$ cat src/rtl/core/abk_pkg.sv
package abk_pkg;

  localparam int unsigned CovFracBits = 24;
  localparam int unsigned DtFracBits  = 24;

  localparam logic [30:0] QAngleReset   = 31'((64'd1 << CovFracBits) * 1 / 1000);
  localparam logic [30:0] QBiasReset    = 31'((64'd1 << CovFracBits) * 3 / 1000);
  localparam logic [30:0] RMeasureReset = 31'((64'd1 << CovFracBits) * 3 / 100);
  localparam logic [31:0] P11Seed       = 32'((64'd1 << CovFracBits) * 2 / 100);

  typedef enum logic [1:0] {
    CFG_Q_ANGLE   = 2'd0,
    CFG_Q_BIAS    = 2'd1,
    CFG_R_MEASURE = 2'd2
  } cfg_idx_e;

  typedef enum logic {
    KIND_UPDATE = 1'b0,
    KIND_RESET  = 1'b1
  } kind_e;

  typedef struct packed {
    logic               kind;
    logic signed [31:0] measured_angle;
    logic signed [31:0] gyro_rate;
    logic        [23:0] time_step;
    logic signed [31:0] seed_angle;
    logic signed [31:0] seed_bias;
  } in_t;

  typedef struct packed {
    logic signed [31:0] filtered_angle;
    logic signed [31:0] corrected_rate;
  } out_t;

  typedef struct packed {
    logic               start;
    logic signed [31:0] num;
    logic signed [32:0] den;
  } div_req_t;

  typedef struct packed {
    logic               done;
    logic signed [31:0] gain;
  } div_rsp_t;

  typedef enum logic [2:0] {
    DS_IDLE,
    DS_PREP,
    DS_CHK,
    DS_RUN,
    DS_FIN
  } div_st_e;

  typedef enum logic [4:0] {
    ST_IDLE,
    ST_ANG,
    ST_T,
    ST_QB,
    ST_P00,
    ST_WB_P00,
    ST_S,
    ST_DIV0,
    ST_DIV1,
    ST_K0Y,
    ST_K1Y,
    ST_K0P00,
    ST_K0P01,
    ST_K1P00,
    ST_K1P01,
    ST_WB_LAST,
    ST_OUT
  } st_e;

  typedef enum logic [3:0] {
    MOP_NONE,
    MOP_ANG,
    MOP_T,
    MOP_QB,
    MOP_P00,
    MOP_K0Y,
    MOP_K1Y,
    MOP_K0P00,
    MOP_K0P01,
    MOP_K1P00,
    MOP_K1P01
  } mop_e;

  function automatic logic signed [31:0] sat32(input logic signed [47:0] v);
    logic signed [31:0] r;
    if (v > 48'sd2147483647) begin
      r = 32'sh7fff_ffff;
    end else if (v < -48'sd2147483648) begin
      r = 32'sh8000_0000;
    end else begin
      r = v[31:0];
    end
    return r;
  endfunction

endpackage

$ cat src/rtl/core/abk_mul.sv
module abk_mul (
  input  logic               clk_i,
  input  logic signed [34:0] a_i,
  input  logic signed [32:0] b_i,
  input  logic               cov_i,
  output logic signed [43:0] rnd_o
);

  logic signed [67:0] prod_q;
  logic               cov_q;
  logic signed [67:0] sum_dt;
  logic signed [67:0] sum_cov;
  logic signed [67:0] sh;

  always_ff @(posedge clk_i) begin
    prod_q <= a_i * b_i;
    cov_q  <= cov_i;
  end

  // round to nearest, ties toward plus infinity
  assign sum_dt  = prod_q + (68'sd1 <<< (abk_pkg::DtFracBits - 1));
  assign sum_cov = prod_q + (68'sd1 <<< (abk_pkg::CovFracBits - 1));
  assign sh      = cov_q ? (sum_cov >>> abk_pkg::CovFracBits)
                         : (sum_dt >>> abk_pkg::DtFracBits);
  assign rnd_o   = sh[43:0];

endmodule

$ cat config.mk
export PLATFORM = sky130hd
export DESIGN_NAME = abk_mul
export DESIGN_NICKNAME = d
export VERILOG_FILES = /design/src/rtl/core/abk_pkg.sv /design/src/rtl/core/abk_mul.sv
export SDC_FILE = /design/constraint.sdc
export NUM_CORES = 2
export LEC_CHECK = 0
export BUFFER_PORTS_ARGS = -buffer_cell sky130_fd_sc_hd__buf_2
export CAP_MARGIN = 20
export CORE_ASPECT_RATIO = 0.8
export CORE_MARGIN = 5
export CORE_UTILIZATION = 35
export DETAILED_ROUTE_END_ITERATION = 8
export GPL_TIMING_DRIVEN = 0
export SLEW_MARGIN = 10
export SYNTH_ARGS = -nofsm -noshare
export SYNTH_HDL_FRONTEND = slang
export SYNTH_SLANG_ARGS = --single-unit
$ cat constraint.sdc
create_clock -name clk_i -period 18.2 [get_ports clk_i]
set_clock_uncertainty 0.05 [all_clocks]
set_input_delay 0 -clock clk_i [delete_from_list [all_inputs] [get_ports clk_i]]
set_output_delay 0 -clock clk_i [all_outputs]
set_load 0.05 [all_outputs]
==> flow_metrics.tcl <==
set metrics [dict create \
    instances_no_fill 6196 \
    final_cell_mix "fa_1 (1205), inv_1 (1189), nand2_1 (642), and2_1 (546), ha_1 (217)" \
    drc 0 \
    grt_pass1_wl_mm 252.2 \
    dp.cells 6168 \
    antenna_left 0 \
    dr.pass1.iters 5 \
    port_buffers 103 \
    hold_depth 6 \
    crit_type "in2reg" \
    grt_overflow 0 \
    syn_nets 5999 \
    synthFlopType "dfxtp_1" \
    ys_seq_area_share_pct 2.153 \
    critPathLaunchType "primary input" \
    cp.arrival_ps 9960 \
    ctsLongestPathBuffers 2 \
    avgRoutedWirePerCell_um 28.62 \
    antenna_found_initial 23 \
    holdPathEnd "prod_q[23]" \
    largest_register "prod_q" \
    fmax_ghz 0.1025 \
    cp-end-kind "register" \
    utilization_pct 37.61 \
    status "complete, no violations" \
    fin_area_um2 44670 \
    finalCritPeriodShare_pct 53.62 \
    rows 113 \
    synth_cells 4506 \
    synth_edf_count 0 \
    largest_reg_flops 45 \
    tightest_slew_ps 1329 \
    finalWeightedCongestion 1.053 \
    setup_tns_ps 0 \
    synth_top_cell_by_area "fa_1" \
    cts_buffers 5 \
    hp-class "in2reg" \
    ioPinCount 114 \
    vias 31810 \
    viasPerCell 5.133 \
    layout_min_cycle_time_ps 9760 \
    setup_viol 0 \
    drv_cap 0 \
    layout_commonest_cell "fa_1" \
    synthTopCellsByArea "fa_1 (58%), inv_1 (11%), and2_1 (8.2%), ha_1 (6.5%), nand2_1 (5.8%)" \
    cts_tree "yes" \
    drive_above_1_share_pct 3.153 \
    holdBufCountCts 0 \
    start_util_pct 35.24 \
    first_iter_violations 3299 \
    slew-limit-headroom_pct 11.39 \
    synth-seq-cells 45 \
    largestRegisters "prod_q (45)" \
    yosysUniqueCellTypes 67 \
    min_from "a_i[0]" \
    async_reset_ff_share_pct 0 \
    synth_top_area_share_pct 57.69 \
    grt_pass1_vias 33720 \
    die_x_um 396.6 \
    grtUsageTotal_pct 28.27 \
    die_height_um 319.3 \
    fin_nets 6122 \
    rsz0062_at_grt "no" \
    htree_levels 2 \
    yosysWarnings 0 \
    grt_max_degree 27 \
    die-area_um2 126600 \
    place_hpwl_mm 149.7 \
    cts-resized-gates 0 \
    post_dp_cell_area_um2 44400 \
    hold_violations 0 \
    crit_fanout 10 \
    cts_setup_buffers 0 \
    netlist_area_um2 41850 \
    ctsRootBufferMaster "clkbuf_16" \
    cts_sinks 45 \
    slew_viol_final 0 \
    clk_pin_slew_ps 60 \
    core_um2 118800 \
    syn_avg_cell_area_um2 9.287 \
    drt_wl_total_mm 177.3 \
    syn_to_final_growth_pct 6.751 \
    worst-endpoint-required_ps 18400 \
]
==> cell type report <==
cell class	count	area, um^2
buffer	224	855.8
timing repair buffer	116	688.2
antenna	14	35.03
fill	12140	74090
clock buffer	7	152.6
multi-input combinational	3048	35630
inverter	1189	4463
clock inverter	1	5.005
sequential	45	900.9
tap	1552	1942
==> cell usage after synthesis, types with 4 or more instances <==
| master | number |
|---|---|
| a211oi_1 | 6 |
| a21o_1 | 32 |
| a21oi_1 | 49 |
| a31oi_1 | 7 |
| and2_1 | 546 |
| and3_1 | 15 |
| and4_1 | 4 |
| buf_1 | 4 |
| buf_2 | 6 |
| clkbuf_1 | 213 |
| dfxtp_1 | 45 |
| fa_1 | 1206 |
| ha_1 | 217 |
| inv_1 | 1189 |
| nand2_1 | 642 |
| nand2b_1 | 14 |
| nand3_1 | 23 |
| nand4_1 | 18 |
| nor2_1 | 56 |
| nor2b_1 | 5 |
| nor3_1 | 4 |
| o21a_1 | 4 |
| o21ai_0 | 26 |
| o21ai_1 | 4 |
| o21bai_1 | 8 |
| o31ai_1 | 6 |
| xnor2_1 | 65 |
| xor2_1 | 34 |
==> worst max-delay path: stages <==
cell and delay (ps):
clkbuf_1 830, clkbuf_1 930, nand2_1 210, fa_1 460, fa_1 540, inv_1 60
fa_1 480, inv_1 110, fa_1 560, inv_1 60, fa_1 480, fa_1 450
fa_1 510, inv_1 50, fa_1 770, inv_1 90, ha_1 280, buf_2 180
nand4_1 130, nor4_1 340, o311ai_1 190, nand3_2 260, a41oi_1 420, nor4_1 610
o211ai_1 340, o31ai_1 400, xor2_1 180
==> kinds of logic (layout without fill, tap and decap cells) <==
family,Yosys count,in the layout,synth area share (%)
XOR/XNOR,99,99,2.072
flip-flops,45,45,2.153
other,0,14,0
AO/OA/AOI/OAI,184,184,3.005
buffers and inverters,1413,1537,12.71
AND/OR/NAND/NOR,1342,1342,15.88
adder cells (fa/ha/maj),1423,1423,64.18
==> worst max path at each step <==
stage / start / to / slack, ps / cells past startpoint
4_1_cts: b_i[5] / prod_q[62] / 8590 / 27
3_3_place_gp: b_i[5] / prod_q[66] / 8250 / 25
3_5_place_dp: b_i[5] / prod_q[66] / 8250 / 25
2_1_floorplan: a_i[34] / prod_q[67] / 10770 / 25
5_1_grt: b_i[5] / prod_q[62] / 8050 / 27
6_report: b_i[5] / prod_q[62] / 8440 / 27
==> per-layer routing <==
| metal | up-vias | wire length [um] | GRT usage [%] |
|---|---|---|---|
| met5 | - | 89 | 0 |
| met4 | 6 | 5481 | 7.963 |
| met3 | 235 | 27660 | 13.93 |
| met2 | 1894 | 69270 | 38.25 |
| met1 | 16630 | 74810 | 39.83 |
| li1 | 13040 | - | - |
==> metrics by stage <==
| stage | setup WS, ps | hold slack (ps) |
|---|---|---|
| after floorplan | 10770 | 534.9 |
| after global placement | 8255 | 509.7 |
| after detailed placement | 8250 | 511.7 |
| after CTS | 8594 | 812.2 |
| after global routing | 8055 | 893.4 |
| final | 8440 | 821.5 |
Power is left out: the tool's default activity adds up to more than one toggle a clock period on the data nets, which glitch-free logic cannot reach.
