File: config.mk
export PLATFORM = sky130hd
export DESIGN_NAME = abk_div
export DESIGN_NICKNAME = d
export VERILOG_FILES = /design/src/rtl/core/abk_pkg.sv /design/src/rtl/core/abk_div.sv
export SDC_FILE = /design/constraint.sdc
export NUM_CORES = 1
export LEC_CHECK = 0
export BUFFER_PORTS_ARGS = -buffer_cell sky130_fd_sc_hd__clkbuf_2
export CAP_MARGIN = 20
export CORE_UTILIZATION = 45
export CTS_BUF_LIST = sky130_fd_sc_hd__clkbuf_4 sky130_fd_sc_hd__clkbuf_8 sky130_fd_sc_hd__clkbuf_16
export DETAILED_ROUTE_END_ITERATION = 10
export HOLD_SLACK_MARGIN = 0.06
export PLACE_DENSITY = 0.62
export SETUP_SLACK_MARGIN = 0.4
export SLEW_MARGIN = 5
export SYNTH_ARGS = -nofsm -noshare
export SYNTH_HDL_FRONTEND = slang
export SYNTH_SLANG_ARGS = --single-unit
File: constraint.sdc
create_clock -name clk_i -period 7.5 [get_ports clk_i]
set_input_delay 0.375 -clock clk_i [delete_from_list [all_inputs] [get_ports clk_i]]
set_output_delay 0.375 -clock clk_i [all_outputs]
set_load 0.01 [all_outputs]
File: src/rtl/core/abk_pkg.sv
package abk_pkg;

  localparam int unsigned CovFracBits = 24;
  localparam int unsigned DtFracBits  = 24;

  localparam logic [30:0] QAngleReset   = 31'((64'd1 << CovFracBits) * 1 / 1000);
  localparam logic [30:0] QBiasReset    = 31'((64'd1 << CovFracBits) * 3 / 1000);
  localparam logic [30:0] RMeasureReset = 31'((64'd1 << CovFracBits) * 3 / 100);
  localparam logic [31:0] P11Seed       = 32'((64'd1 << CovFracBits) * 2 / 100);

  typedef enum logic [1:0] {
    CFG_Q_ANGLE   = 2'd0,
    CFG_Q_BIAS    = 2'd1,
    CFG_R_MEASURE = 2'd2
  } cfg_idx_e;

  typedef enum logic {
    KIND_UPDATE = 1'b0,
    KIND_RESET  = 1'b1
  } kind_e;

  typedef struct packed {
    logic               kind;
    logic signed [31:0] measured_angle;
    logic signed [31:0] gyro_rate;
    logic        [23:0] time_step;
    logic signed [31:0] seed_angle;
    logic signed [31:0] seed_bias;
  } in_t;

  typedef struct packed {
    logic signed [31:0] filtered_angle;
    logic signed [31:0] corrected_rate;
  } out_t;

  typedef struct packed {
    logic               start;
    logic signed [31:0] num;
    logic signed [32:0] den;
  } div_req_t;

  typedef struct packed {
    logic               done;
    logic signed [31:0] gain;
  } div_rsp_t;

  typedef enum logic [2:0] {
    DS_IDLE,
    DS_PREP,
    DS_CHK,
    DS_RUN,
    DS_FIN
  } div_st_e;

  typedef enum logic [4:0] {
    ST_IDLE,
    ST_ANG,
    ST_T,
    ST_QB,
    ST_P00,
    ST_WB_P00,
    ST_S,
    ST_DIV0,
    ST_DIV1,
    ST_K0Y,
    ST_K1Y,
    ST_K0P00,
    ST_K0P01,
    ST_K1P00,
    ST_K1P01,
    ST_WB_LAST,
    ST_OUT
  } st_e;

  typedef enum logic [3:0] {
    MOP_NONE,
    MOP_ANG,
    MOP_T,
    MOP_QB,
    MOP_P00,
    MOP_K0Y,
    MOP_K1Y,
    MOP_K0P00,
    MOP_K0P01,
    MOP_K1P00,
    MOP_K1P01
  } mop_e;

  function automatic logic signed [31:0] sat32(input logic signed [47:0] v);
    logic signed [31:0] r;
    if (v > 48'sd2147483647) begin
      r = 32'sh7fff_ffff;
    end else if (v < -48'sd2147483648) begin
      r = 32'sh8000_0000;
    end else begin
      r = v[31:0];
    end
    return r;
  endfunction

endpackage

File: src/rtl/core/abk_div.sv
module abk_div (
  input  logic               clk_i,
  input  logic               rst_ni,
  input  abk_pkg::div_req_t  req_i,
  output abk_pkg::div_rsp_t  rsp_o
);

  abk_pkg::div_st_e st_q, st_d;
  logic        [31:0] na_q;
  logic        [32:0] da_q;
  logic               neg_q;
  logic               sat_q;
  logic        [32:0] rem_q;
  logic        [31:0] nlo_q;
  logic        [31:0] quo_q;
  logic        [4:0]  cnt_q;
  logic        [55:0] n_full;
  logic               ovf;
  logic        [34:0] trial;

  assign n_full = {na_q, 24'd0} + {23'd0, da_q[32:1]};
  assign ovf    = {8'd0, n_full} >= {da_q, 31'd0};
  assign trial  = {1'b0, rem_q, nlo_q[31]} - {2'd0, da_q};

  always_comb begin
    st_d = st_q;
    unique case (st_q)
      abk_pkg::DS_IDLE, abk_pkg::DS_FIN: begin
        st_d = req_i.start ? abk_pkg::DS_PREP : abk_pkg::DS_IDLE;
      end
      abk_pkg::DS_PREP: st_d = abk_pkg::DS_CHK;
      abk_pkg::DS_CHK:  st_d = ovf ? abk_pkg::DS_FIN : abk_pkg::DS_RUN;
      abk_pkg::DS_RUN:  st_d = (cnt_q == 5'd31) ? abk_pkg::DS_FIN : abk_pkg::DS_RUN;
      default:          st_d = abk_pkg::DS_IDLE;
    endcase
  end

  always_ff @(posedge clk_i or negedge rst_ni) begin
    if (!rst_ni) begin
      st_q <= abk_pkg::DS_IDLE;
    end else begin
      st_q <= st_d;
    end
  end

  always_ff @(posedge clk_i) begin
    case (st_q)
      abk_pkg::DS_PREP: begin
        na_q  <= req_i.num[31] ? 32'(-req_i.num) : req_i.num;
        da_q  <= req_i.den[32] ? 33'(-req_i.den) : req_i.den;
        neg_q <= req_i.num[31] ^ req_i.den[32];
      end
      abk_pkg::DS_CHK: begin
        sat_q <= ovf;
        rem_q <= {9'd0, n_full[55:32]};
        nlo_q <= n_full[31:0];
        quo_q <= '0;
        cnt_q <= '0;
      end
      abk_pkg::DS_RUN: begin
        if (!trial[34]) begin
          rem_q <= trial[32:0];
        end else begin
          rem_q <= {rem_q[31:0], nlo_q[31]};
        end
        quo_q <= {quo_q[30:0], ~trial[34]};
        nlo_q <= {nlo_q[30:0], 1'b0};
        cnt_q <= cnt_q + 5'd1;
      end
      default: begin
      end
    endcase
  end

  always_comb begin
    rsp_o.done = (st_q == abk_pkg::DS_FIN);
    if (sat_q) begin
      rsp_o.gain = neg_q ? 32'sh8000_0000 : 32'sh7fff_ffff;
    end else begin
      rsp_o.gain = neg_q ? -$signed(quo_q) : $signed(quo_q);
    end
  end

endmodule

==> results_dict.tcl <==
set metrics [dict create \
    status "finished with violations" \
    violations "design-rule violations" \
    drtIter0Drc 730 \
    rows 59 \
    power.leakage_nw 5.38 \
    start_util_pct 46.3 \
    slew_headroom_pct 32.6 \
    p_per_area_nw_per_um2 478 \
    rsz0062_at_grt "no" \
    synth_area_um2 12100 \
    clock-sinks 172 \
    clock_latency_ps 440 \
    yosysTopAreaCell "edfxtp_1" \
    seq_area_frac_synth_pct 42.5 \
    critPathMaxStageDelay_ps 480 \
    finalCritPeriodShare_pct 61.2 \
    syn_nets 1370 \
    met3_usage_pct 3.19 \
    core_um2 26200 \
    grt_pass1_vias 9100 \
    drive_above_1_share_pct 15.4 \
    worstRegToRegCells 17 \
    fin_skew_ps 18.7 \
    routabilityCongestion 0.927 \
    grt.total_usage_pct 21.9 \
    cp-end-kind "flip-flop" \
    layout_setup_ws_ps 2910 \
    dr.pass1.iters 8 \
    syn_avg_cell_area_um2 9.86 \
    crit_end "st_q[1]$_DFF_PN0_" \
    die_width_um 166 \
    tns_ps 0 \
    cts_buffer_depth 2 \
    met2_usage_pct 36.2 \
    stdcell_area_um2 13600 \
    h-tree-depth 4 \
    totalPowerFinal_mw 6.48 \
    synthTopCellsByCount "edfxtp_1 (169), nand2_1 (106), xnor2_1 (89)" \
    critPathArrivalTime_ps 4910 \
    vias 9622 \
    pre_cts_ws_ps 2930 \
    synth_edf_count 169 \
    worst-path-max-fanout 10 \
    maxSlewViolCount 0 \
    syn-instance-count 1229 \
    synthArstFlopShare_pct 1.74 \
    rr_endpoint "st_q[1]$_DFF_PN0_" \
    drv_cap 0 \
    crit_slowest_cell "nor4_1" \
    synth_flop_cell "edfxtp_1" \
    yosysMostFrequentCell "edfxtp_1" \
    ys_types 71 \
    timing.rr.start "da_q[25]$_DFFE_PP_" \
    cts_root_buf "clkbuf_16" \
    finalNetCount 1453 \
    port_buffers 100 \
    ios 101 \
    avgViaCountPerCell 5.80 \
    layout_min_cycle_time_ps 4590 \
    place_hpwl_um 22500 \
    hold_path.class "in -> reg" \
    finalNonFillerCells 1660 \
    clk_pin_slew_ps 80 \
    overflow 0 \
    wl_um 29700 \
    antenna_cells 0 \
    critPathRequiredTime_ps 7820 \
    grt_pass1_wl_um 47800 \
    ant_nets 0 \
    setup-violations-final 0 \
    grt_antenna_before_repair 0 \
    grt_max_degree 87 \
    cts_tree "done" \
    area_growth_pct 11.9 \
    yosysWarnings 0 \
    synth_top_area_share_pct 41.9 \
    vdd_drop_max_mv 0.310 \
    cts_buffers 17 \
    route.detailed.drc 3 \
    max_freq_mhz 218 \
    worst_slew_pin_slew_ps 1010 \
    busiest_layer "met2" \
    critical_path_class "reg -> reg" \
    die_height_um 166 \
    timing.critical_path.cells "ha_1 > fa_1 > a21o_1 > a21oi_1 > o21bai_1 > a21oi_1 > a221o_1 > nor2b_1 > xor2_1 > ha_1 > nand4_1 > nor4_1 > nor4b_1 > nand4_1 > nor3_1 > nor3_1 > a32o_1" \
    use_met1_pct 29.4 \
    reg2reg_slack_ps 2910 \
    cts_setup_buffers 0 \
    cp-start-kind "flip-flop" \
    hold_violations 0 \
    avgRoutedWirePerCell_um 17.9 \
    die-area_um2 27600 \
    num-fill-cells 2378 \
    dp_cells 1626 \
    placed_area_um2 12900 \
    cp-startpoint "da_q[25]$_DFFE_PP_" \
    synth_seq_cells 172 \
    ys_top_cells_by_area "edfxtp_1 (42%), ha_1 (7.3%), xnor2_1 (6.4%)" \
]
## power breakdown
part           total, mW  internal [mW]  switching (mW)
combinational       3.48           1.40            2.08
clock              0.924          0.484           0.440
sequential          2.07           1.73           0.341
## registers in the layout (all words and copies together), names as in the netlist
| register | flops |
|---|---|
| cnt_q | 5 |
| da_q | 33 |
| na_q | 32 |
| neg_q | 1 |
| nlo_q | 32 |
| quo_q | 32 |
| rem_q | 33 |
| sat_q | 1 |
| st_q | 3 |
## layout make-up
| cell class | instances | area [µm²] | area share (%) |
|---|---|---|---|
| repair buffers | 109 | 568 | 4.19 |
| clock inverters | 15 | 196 | 1.45 |
| flip-flops and latches | 172 | 5150 | 38.0 |
| multi-input cells | 948 | 6570 | 48.4 |
| inverters | 64 | 243 | 1.79 |
| well taps | 335 | 419 | 3.09 |
| clock buffers | 17 | 425 | 3.14 |
## critical path, delay by kind of cell, from the launching register on
family,cells,cell delay (ps)
compound gates,6,1450
fa+ha+maj,3,940
simple gates,7,1490
xor+xnor,1,170
flops,1,420
## stage by stage
step / utilization [%] / hold slack, ps
3_3_place_gp: 49.3 / 186
4_1_cts: 51.8 / 146
2_1_floorplan: - / 79.4
5_1_grt: 51.8 / 142
3_5_place_dp: 49.3 / 186
6_report: 51.8 / 155
## what timing repair did
| action | in CTS | in global routing |
|---|---|---|
| hold endpoints to repair | 3 | 0 |
| resized for setup | 0 | 0 |
| hold buffers | 1 | 0 |
## logic make-up (layout without fill, tap and decap cells)
kind of cell | Yosys count | in the layout | share of synthesized area, %
compound gates | 301 | 301 | 15.8
mux | 43 | 43 | 3.91
buf+inv | 109 | 205 | 3.49
flops | 172 | 172 | 42.5
fa+ha+maj | 73 | 73 | 7.66
xor+xnor | 124 | 124 | 8.96
simple gates | 407 | 407 | 17.7
## per-layer routing
layer	share of wire, %	vias up	wire, µm
met5	0	-	0
met4	2.3	0	677
met3	4.1	34	1230
met2	47	257	14100
met1	46	4582	13700
li1	-	4749	-
## how the worst min path moves through the flow
stage	start	endpoint	slack [ps]	depth (start not counted)
CTS	req_i[0]	da_q[0]$_DFFE_PP_	150	1
finish	req_i[0]	da_q[0]$_DFFE_PP_	150	1
global placement	rst_ni	st_q[2]$_DFF_PN0_	190	1
detailed placement	rst_ni	st_q[2]$_DFF_PN0_	190	1
floorplan	rst_ni	st_q[0]$_DFF_PN0_	80	0
global route	req_i[0]	da_q[0]$_DFFE_PP_	140	1
## cell usage in the layout (no fill, tap or decap), drive strengths merged, types with 5 or more instances in the layout
| master | count |
|---|---|
| o21ai | 70 |
| inv | 71 |
| edfxtp | 169 |
| a21o | 31 |
| mux2i | 8 |
| nand4 | 12 |
| o22ai | 13 |
| or4 | 18 |
| a211oi | 6 |
| and3 | 40 |
| o211ai | 5 |
| nand3 | 25 |
| xor2 | 35 |
| xnor2 | 89 |
| o31ai | 26 |
| nand2 | 106 |
| clkinv | 6 |
| nor4 | 17 |
| a21oi | 81 |
| nor3 | 27 |
| nor2b | 13 |
| o41ai | 10 |
| mux2 | 35 |
| nand2b | 18 |
| nor3b | 10 |
| a31oi | 14 |
| nor2 | 85 |
| or3 | 15 |
| and2 | 5 |
| ha | 71 |
| o21bai | 7 |
| o21a | 9 |
| buf | 7 |
| clkbuf | 118 |
Power figures use the tool's default switching activity.
